--- config.mk ---
export PLATFORM = sky130hd
export DESIGN_NAME = websocket_frame_deframer_top
export DESIGN_NICKNAME = d
export VERILOG_FILES = /design/src/design/wsdf_pkg.sv /design/src/design/websocket_frame_deframer_top.sv
export SDC_FILE = /design/constraint.sdc
export NUM_CORES = 1
export LEC_CHECK = 0
export ABC_CLOCK_PERIOD_IN_PS = 7400
export BUFFER_PORTS_ARGS = -buffer_cell sky130_fd_sc_hd__buf_2
export CORE_UTILIZATION = 60
export DETAILED_ROUTE_END_ITERATION = 7
export GPL_TIMING_DRIVEN = 0
export HOLD_SLACK_MARGIN = 0.08
export PLACE_DENSITY_LB_ADDON = 0.05
export SYNTH_ARGS = -nofsm -noshare
export SYNTH_HDL_FRONTEND = slang
export SYNTH_SLANG_ARGS = --single-unit
--- constraint.sdc ---
create_clock -name i_clk -period 7.4 [get_ports i_clk]
set_input_delay 0.74 -clock i_clk [delete_from_list [all_inputs] [get_ports i_clk]]
set_output_delay 0.74 -clock i_clk [all_outputs]
set_load 0.02 [all_outputs]
--- src/design/wsdf_pkg.sv ---
// Shared constants for the WebSocket frame deframer.
package wsdf_pkg;

    localparam int PHASE_W = 3;

    // Parser phases; unused codes behave as PH_HDR0
    localparam logic [PHASE_W-1:0] PH_HDR0 = 3'd0;
    localparam logic [PHASE_W-1:0] PH_HDR1 = 3'd1;
    localparam logic [PHASE_W-1:0] PH_EXT  = 3'd2;
    localparam logic [PHASE_W-1:0] PH_KEY  = 3'd3;
    localparam logic [PHASE_W-1:0] PH_DATA = 3'd4;

    localparam logic [6:0] LEN_CODE_EXT16 = 7'd126;
    localparam logic [6:0] LEN_CODE_EXT64 = 7'd127;

    localparam logic [2:0] EXT16_BYTES_M1 = 3'd1;
    localparam logic [2:0] EXT64_BYTES_M1 = 3'd7;
    localparam logic [2:0] KEY_BYTES_M1   = 3'd3;

    localparam logic KIND_DATA  = 1'b0;
    localparam logic KIND_EMPTY = 1'b1;

endpackage

--- src/design/websocket_frame_deframer_top.sv ---
// WebSocket frame deframer: byte stream in, unmasked payload words out.
//
// Input channel: one received byte per word on i_in_byte, qualified by
// i_valid; the block holds it off with o_stall. Output channel: one result
// word per payload byte (o_kind = 0) or one word per zero-length frame
// (o_kind = 1), qualified by o_valid and held while i_stall is high.
// Header, extended-length and masking-key bytes produce no output word.
// Each output word carries the frame's opcode, FIN, decoded length and a
// last marker on the final word of the frame.
//
// A result word shows on o_valid in the cycle after its byte is accepted.
// The block takes one byte per cycle while o_stall is low: the parser state
// updates in the accept cycle and the result lands in a single output register,
// which is refilled in the same cycle it is taken. o_stall rises only while
// that register is full and the receiver stalls, so a stalled result costs no more than one held byte.
//
// Synchronous reset returns the parser to the first header byte and
// empties the output register.
module websocket_frame_deframer_top
    import wsdf_pkg::*;
(
    input  logic        i_clk,
    input  logic        i_rst_n,
    input  logic        i_valid,
    output logic        o_stall,
    input  logic [7:0]  i_in_byte,
    output logic        o_valid,
    input  logic        i_stall,
    output logic        o_kind,
    output logic [7:0]  o_data,
    output logic [3:0]  o_opcode,
    output logic        o_fin,
    output logic [63:0] o_payload_length,
    output logic        o_last
);

    logic [PHASE_W-1:0] r_phase, n_phase;
    logic               r_fin, n_fin;
    logic [3:0]         r_opcode, n_opcode;
    logic               r_mask, n_mask;
    logic [2:0]         r_cnt, n_cnt;
    logic [63:0]        r_len, n_len;
    logic [31:0]        r_key, n_key;
    logic [63:0]        r_idx, n_idx;

    logic               r_out_valid;
    logic               r_out_kind;
    logic [7:0]         r_out_data;
    logic [3:0]         r_out_opcode;
    logic               r_out_fin;
    logic [63:0]        r_out_len;
    logic               r_out_last;

    logic               accept;
    logic               emit;
    logic               res_kind;
    logic [7:0]         res_data;
    logic               res_last;
    logic [6:0]         len_code;
    logic [7:0]         key_byte;
    logic               is_last;

    assign o_stall = r_out_valid && i_stall;
    assign accept  = i_valid && !o_stall;

    assign len_code = i_in_byte[6:0];

    // key byte 0 sits in the top byte of r_key
    always_comb begin
        unique case (r_idx[1:0])
            2'd0:    key_byte = r_key[31:24];
            2'd1:    key_byte = r_key[23:16];
            2'd2:    key_byte = r_key[15:8];
            default: key_byte = r_key[7:0];
        endcase
    end

    assign is_last = (r_idx == (r_len - 64'd1));

    always_comb begin
        n_phase  = r_phase;
        n_fin    = r_fin;
        n_opcode = r_opcode;
        n_mask   = r_mask;
        n_cnt    = r_cnt;
        n_len    = r_len;
        n_key    = r_key;
        n_idx    = r_idx;
        emit     = 1'b0;
        res_kind = KIND_DATA;
        res_data = 8'd0;
        res_last = 1'b0;

        unique case (r_phase)
            PH_HDR1: begin
                n_mask = i_in_byte[7];
                if (len_code == LEN_CODE_EXT16 || len_code == LEN_CODE_EXT64) begin
                    n_len   = 64'd0;
                    n_cnt   = (len_code == LEN_CODE_EXT16) ? EXT16_BYTES_M1
                                                           : EXT64_BYTES_M1;
                    n_phase = PH_EXT;
                end else begin
                    n_len = {57'd0, len_code};
                    if (i_in_byte[7]) begin
                        n_key   = 32'd0;
                        n_cnt   = KEY_BYTES_M1;
                        n_phase = PH_KEY;
                    end else begin
                        n_idx = 64'd0;
                        if (len_code == 7'd0) begin
                            emit     = 1'b1;
                            res_kind = KIND_EMPTY;
                            res_last = 1'b1;
                            n_phase  = PH_HDR0;
                        end else begin
                            n_phase = PH_DATA;
                        end
                    end
                end
            end
            PH_EXT: begin
                n_len = {r_len[55:0], i_in_byte};
                if (r_cnt == 3'd0) begin
                    if (r_mask) begin
                        n_key   = 32'd0;
                        n_cnt   = KEY_BYTES_M1;
                        n_phase = PH_KEY;
                    end else begin
                        n_idx = 64'd0;
                        if (n_len == 64'd0) begin
                            emit     = 1'b1;
                            res_kind = KIND_EMPTY;
                            res_last = 1'b1;
                            n_phase  = PH_HDR0;
                        end else begin
                            n_phase = PH_DATA;
                        end
                    end
                end else begin
                    n_cnt = r_cnt - 3'd1;
                end
            end
            PH_KEY: begin
                n_key = {r_key[23:0], i_in_byte};
                if (r_cnt == 3'd0) begin
                    n_idx = 64'd0;
                    if (r_len == 64'd0) begin
                        emit     = 1'b1;
                        res_kind = KIND_EMPTY;
                        res_last = 1'b1;
                        n_phase  = PH_HDR0;
                    end else begin
                        n_phase = PH_DATA;
                    end
                end else begin
                    n_cnt = r_cnt - 3'd1;
                end
            end
            PH_DATA: begin
                emit     = 1'b1;
                res_kind = KIND_DATA;
                res_data = r_mask ? (i_in_byte ^ key_byte) : i_in_byte;
                res_last = is_last;
                n_idx    = r_idx + 64'd1;
                if (is_last) begin
                    n_phase = PH_HDR0;
                end
            end
            default: begin
                n_fin    = i_in_byte[7];
                n_opcode = i_in_byte[3:0];
                n_phase  = PH_HDR1;
            end
        endcase
    end

    always_ff @(posedge i_clk) begin
        if (!i_rst_n) begin
            r_phase  <= PH_HDR0;
            r_fin    <= 1'b0;
            r_opcode <= 4'd0;
            r_mask   <= 1'b0;
            r_cnt    <= 3'd0;
            r_len    <= 64'd0;
            r_key    <= 32'd0;
            r_idx    <= 64'd0;
        end else if (accept) begin
            r_phase  <= n_phase;
            r_fin    <= n_fin;
            r_opcode <= n_opcode;
            r_mask   <= n_mask;
            r_cnt    <= n_cnt;
            r_len    <= n_len;
            r_key    <= n_key;
            r_idx    <= n_idx;
        end
    end

    always_ff @(posedge i_clk) begin
        if (!i_rst_n) begin
            r_out_valid <= 1'b0;
        end else if (accept) begin
            r_out_valid <= emit;
        end else if (!i_stall) begin
            r_out_valid <= 1'b0;
        end
    end

    always_ff @(posedge i_clk) begin
        if (accept && emit) begin
            r_out_kind   <= res_kind;
            r_out_data   <= res_data;
            r_out_opcode <= r_opcode;
            r_out_fin    <= r_fin;
            r_out_len    <= n_len;
            r_out_last   <= res_last;
        end
    end

    assign o_valid          = r_out_valid;
    assign o_kind           = r_out_kind;
    assign o_data           = r_out_data;
    assign o_opcode         = r_out_opcode;
    assign o_fin            = r_out_fin;
    assign o_payload_length = r_out_len;
    assign o_last           = r_out_last;

`ifndef SYNTH
    a_empty_frame_shape: assert property (@(posedge i_clk) disable iff (!i_rst_n)
        (o_valid && o_kind == KIND_EMPTY) |->
            (o_last && o_data == 8'd0 && o_payload_length == 64'd0))
        else $error("empty-frame word malformed");

    a_data_phase_len: assert property (@(posedge i_clk) disable iff (!i_rst_n)
        (r_phase == PH_DATA) |-> (r_len != 64'd0))
        else $error("payload phase with zero length");

    a_key_needs_mask: assert property (@(posedge i_clk) disable iff (!i_rst_n)
        (r_phase == PH_KEY) |-> r_mask)
        else $error("key phase without mask flag");

    a_data_emits: assert property (@(posedge i_clk) disable iff (!i_rst_n)
        (accept && r_phase == PH_DATA) |=> o_valid)
        else $error("payload byte produced no output word");
`endif

endmodule

Word level (Yosys, flattened, before mapping)
Cells that the tools add are included.
{"block": "totals", "regBits": 252, "out_inout_bits": 81, "word_cells": 105}
{"block": "classes", "addsub": 3, "eq_ne": 21, "n_mux": 45, "bitwise": 2, "reduce_logical": 19}
{"op": "two-way mux 64 bit", "count": 5}
{"op": "one-hot mux 64 bit (4 select lines)", "count": 1}
{"op": "zero test 64 bit", "count": 2}
{"op": "two-way mux 32 bit", "count": 4}
{"op": "one-hot mux 64 bit (2 select lines)", "count": 1}
{"op": "one-hot mux 32 bit (3 select lines)", "count": 1}
{"op": "adder 64 x 1 -> 64 bit, second input constant", "count": 1}
{"op": "== test 64 bit", "count": 1}
{"op": "subtractor 64 x 1 -> 64 bit, second input constant", "count": 1}
{"op": "two-way mux 3 bit", "count": 15}
{"op": "one-hot mux 8 bit (3 select lines)", "count": 1}
{"op": "inequality test 2 bit, second input constant", "count": 9}
{"op": "== test 7 bit, second input constant", "count": 2}
{"op": "one-hot mux 3 bit (4 select lines)", "count": 1}
{"op": "two-way mux 1 bit", "count": 10}
{"op": "one-hot mux 3 bit (3 select lines)", "count": 1}
{"op": "two-way mux 8 bit", "count": 1}
{"op": "one-hot mux 1 bit (4 select lines)", "count": 2}
{"op": "XOR 8 bit", "count": 1}
{"op": "zero test 7 bit", "count": 1}
{"op": "two-way mux 7 bit", "count": 1}
{"op": "AND reduction 7 bit", "count": 1}
{"op": "== test 3 x 2 -> 1 bit, second input constant", "count": 2}
{"op": "inequality test 3 bit, second input constant", "count": 2}
{"op": "other kinds (20)", "count": 23}

Longest topological paths before layout
{"block": "depth", "depth_word": 6, "ltp_mapped": 14}

Worst setup path after synthesis
OpenSTA, ideal clock, no wires.
{"block": "synth_timing", "path_kind": "register to register", "start": "reg r_len[39]", "end": "reg r_out_data[0] (netlist: o_data[0]), enable pin", "arrival_ns": 5.733, "setup_slack_ns": 1.149, "stages_incl_launch_ff": 10, "n_path_buf": 1, "synth_period_minus_slack_ns": 6.251, "cell_sequence": "dfxtp_1 > buf_2 > or4_1 > nor4_2 > nand4_1 > nor3_1 > a31oi_1 > o31ai_1 > nor2_1 > nor2_1"}
{"block": "synth_between", "elab_chain_len": 6, "word_cells_on_any_way": 9, "cone_classes": "6 x mux; 3 x reduce/logical"}
{"item": "start: declaration", "line": "websocket_frame_deframer_top.sv:42", "source": "logic [63:0] r_len, n_len;"}
{"item": "start signal: assignment", "line": "websocket_frame_deframer_top.sv:193", "source": "r_len <= n_len;"}
{"item": "zero test 64 bit", "line": "websocket_frame_deframer_top.sv:130", "source": "if (n_len == 64'd0) begin"}
{"item": "two-way mux 1 bit", "line": "websocket_frame_deframer_top.sv:130"}
{"item": "two-way mux 1 bit", "line": "websocket_frame_deframer_top.sv:124", "source": "if (r_mask) begin"}
{"item": "two-way mux 1 bit", "line": "websocket_frame_deframer_top.sv:123", "source": "if (r_cnt == 3'd0) begin"}
{"item": "one-hot mux 1 bit (4 select lines) (*)", "line": "websocket_frame_deframer_top.sv:94", "source": "unique case (r_phase)"}
{"item": "logical AND 1 bit (*)", "line": "websocket_frame_deframer_top.sv:210", "source": "if (accept && emit) begin"}
{"item": "end signal: assignment", "line": "websocket_frame_deframer_top.sv:212", "source": "r_out_data <= res_data;"}
{"item": "end: declaration", "line": "websocket_frame_deframer_top.sv:48", "source": "logic [7:0] r_out_data;"}
Mark *: on every way between the ends. The rest lies on a longest branch, timed or not.
A chain may end at the register's enable or synchronous reset.

Final worst setup path
{"block": "layout_timing", "start": "reg r_len[40]", "end": "reg r_out_len[25] (netlist: o_payload_length[25]), enable pin"}
{"block": "layout_between", "elab_chain_len": 6, "word_cells_on_any_way": 9, "cone_classes": "6 x mux; 3 x reduce/logical"}
{"item": "zero test 64 bit", "line": "websocket_frame_deframer_top.sv:130"}
{"item": "two-way mux 1 bit", "line": "websocket_frame_deframer_top.sv:130"}
{"item": "two-way mux 1 bit", "line": "websocket_frame_deframer_top.sv:124"}
{"item": "two-way mux 1 bit", "line": "websocket_frame_deframer_top.sv:123"}
{"item": "one-hot mux 1 bit (4 select lines) (*)", "line": "websocket_frame_deframer_top.sv:94"}
{"item": "logical AND 1 bit (*)", "line": "websocket_frame_deframer_top.sv:210"}
{"item": "end signal: assignment", "line": "websocket_frame_deframer_top.sv:215", "source": "r_out_len <= n_len;"}
{"item": "end: declaration", "line": "websocket_frame_deframer_top.sv:51", "source": "logic [63:0] r_out_len;"}
Marks and branches as above.

==> impl_metrics.tcl <==
set metrics [dict create \
    status "complete, no violations" \
    required_ps 7610 \
    dpl.cell_count 1836 \
    critPathCaptureType "flop" \
    critPathKind "reg2reg" \
    synth.distinct_cells 70 \
    drt-met1-wl_microns 15500 \
    timing.final.crit_share_pct 60.4 \
    switching_share_pct 26.4 \
    seq_power_share_pct 45.2 \
    post_cts_buffers 0 \
    fin_crit_ps 4470 \
    overflow 0 \
    met3_length_microns 3000 \
    combPwrFrac_pct 13.5 \
    finalHoldViolCount 0 \
    critPathMaxFanout 37 \
    dieArea_sq_mm 0.0219 \
    clockBufferDepth 3 \
    slew_headroom_pct 16.2 \
    coreArea_sq_mm 0.0210 \
    antenna_left 0 \
    first_global_vias 10500 \
    synthArstFlopShare_pct 0 \
    drt_iter0_drc 1129 \
    num-fill-cells 1742 \
    max_cap_viol_count 0 \
    core.rowCount 53 \
    initial_core_util_pct 61.0 \
    wl_microns 35400 \
    first_pass_iters 8 \
    layoutNonFillerInstCount 1884 \
    seq_area_frac_synth_pct 45.7 \
    ctsHoldBuffers 0 \
    rsz0062_at_grt "no" \
    setup_violations 0 \
    cts_tree "built" \
    crit_arrival_ps 4680 \
    synth_edf_count 79 \
    routed_via_density 6.08 \
    cts_resized 0 \
    cts_buffers 26 \
    worst-slew-pin-transition_ps 1240 \
    hold_path.startpoint "r_fin" \
    worstSetupStartpointType "flop" \
    num_vias 11500 \
    place_hpwl_microns 25500 \
    antenna_found_initial 0 \
    clkPwrFrac_pct 41.3 \
    cts_sinks 252 \
    antenna_cells 0 \
    intPower_w 0.00239 \
    ys_seq_elements 252 \
    power_w 0.00325 \
    leakagePower_nw 5.22 \
    setup_tns_ps 0 \
    synthCells 1469 \
    cts.htree.levels 1 \
    numPortBuffers 90 \
    gp_congestion 0.931 \
    setup_slack_ps 2930 \
    layout-drive-gt1-share_pct 10.3 \
    drcViolationCount 0 \
    top_layer_used "met4" \
    skew_ps 22.8 \
    route.met2.wl_microns 16000 \
    grt.total_usage_pct 32.6 \
    die_w_microns 148 \
    wl_per_cell_microns 18.8 \
    netlist_area_sq_mm 0.0128 \
    synthesis.nets 1488 \
    post_synth.cell_area_avg_sq_um 8.70 \
    pre_cts_slack_ps 2960 \
    fp.dieH_microns 148 \
    hp-class "reg2reg" \
    pin_count 93 \
    clkLatencyLatePin_ps 540 \
    power.switching_w 0.000855 \
    cts_root_buf "clkbuf_16" \
    nets 1608 \
    powerDensity_mw_per_mm2 224 \
    ys.flop_type "dfxtp_1" \
    ir_drop_mv 0.209 \
    path_clk_slew_ps 60 \
    drv_slew 0 \
    grt_max_degree 38 \
    fmax_mhz 224 \
    ys.warnings.count 0 \
    rr_startpoint "r_len[40]" \
    area_growth_pct 13.4 \
    grt_pass1_wl_microns 56300 \
    timing.critical_path.from "r_len[40]" \
]
critical path: stages (launching register included):
cell	delay, ps
dfxtp_1	290
clkbuf_1	250
or4_1	670
nor4_2	700
nand4_1	340
nor3_1	440
a31oi_1	140
o31ai_1	460
nor2_1	150
nor2_4	390
buf_12	270
registers in the layout (all words and copies together) (netlist names):
name	count
r_len	64
o_valid	1
r_opcode	4
o_opcode	4
r_idx	64
r_mask	1
o_fin	1
o_kind	1
r_key	32
o_data	8
r_cnt	3
r_fin	1
o_last	1
r_phase	3
o_payload_length	64
final cells by class:
cell class              instances  area, sq um  area share, %
flip-flops and latches        252         5840           40.3
multi-input cells            1076         6410           44.2
clock buffers                  36          729           5.03
repair buffers                 92          490           3.38
plain buffers                 118          459           3.17
inverters                      23         86.3          0.595
clock inverters                12          145           1.00
well taps                     275          344           2.37
cells by family (layout without fill, tap and decap cells):
| family | Yosys count | in the layout | synth area share [%] |
|---|---|---|---|
| muxes | 12 | 12 | 0.950 |
| adders and majority gates | 7 | 7 | 0.685 |
| and+or+nand+nor | 619 | 619 | 23.5 |
| AOI/OAI and AO/OA | 283 | 283 | 14.3 |
| DFF | 252 | 252 | 45.7 |
| buffers and inverters | 141 | 281 | 4.27 |
| xor gates and xnor gates | 155 | 155 | 10.6 |
cells in the final DEF, fill, tap and decap left out, drive strengths merged, types with 7 or more instances in the layout:
master and n:
a31oi 13, mux2i 11, nor4 35, edfxtp 79
xor2 60, and3 17, a22o 61, or4 14
xnor2 95, nand2 225, nor3 34, or3 24
nand4 21, clkbuf 135, inv 23, nor2 135
clkinv 7, dfxtp 173, a222oi 8, buf 111
nand2b 11, o21ai 40, nand3 64, or2 8
a21oi 124, ha 7
final timing paths:
kind                     endpoint  slack (ps)  cells after the start
max          o_payload_length[25]        2930                     10
min                         o_fin         440                      0
max reg2reg  o_payload_length[25]        2930                     10
min reg2reg                 o_fin         440                      0
cells in the mapped netlist (10+ instances only):
cell / n / area, sq um
a21oi_1: 123 / 616
a22o_1: 61 / 534
a31oi_1: 13 / 81.3
and3_1: 17 / 106
buf_2: 10 / 50.1
clkbuf_1: 99 / 372
dfxtp_1: 173 / 3460
edfxtp_1: 79 / 2370
inv_1: 22 / 82.6
mux2i_1: 11 / 110
nand2_1: 225 / 845
nand2b_1: 11 / 68.8
nand3_1: 64 / 320
nand4_1: 19 / 119
nor2_1: 134 / 503
nor3_1: 32 / 160
nor4_1: 31 / 194
o21ai_0: 38 / 190
or3_1: 24 / 150
or4_1: 14 / 105
xnor2_1: 95 / 832
xor2_1: 60 / 526
power groups by stage:
stage          combinational, W  clock, W  sequential [W]
2_1_floorplan          0.000271         0         0.00152
3_3_place_gp           0.000419         0         0.00150
3_5_place_dp           0.000427         0         0.00150
4_1_cts                0.000430   0.00135         0.00147
5_1_grt                0.000470   0.00141         0.00147
6_report               0.000438   0.00134         0.00147
metal layers:
layer,GRT usage [%],vias up
li1,-,5429
met1,46.8,5451
met2,51.1,508
met3,4.69,65
met4,9.18,0
met5,0,-
per-stage QoR:
stage          instance area [sq um]  util, %  hold WS [ps]
6_report                       14500     69.2           442
5_1_grt                        14500     69.2           463
4_1_cts                        14500     69.2           448
3_5_place_dp                   13600     65.0           415
3_3_place_gp                   13600     64.8           420
2_1_floorplan                  12800        -           408
No activity file was read; power rests on OpenSTA's default activity.
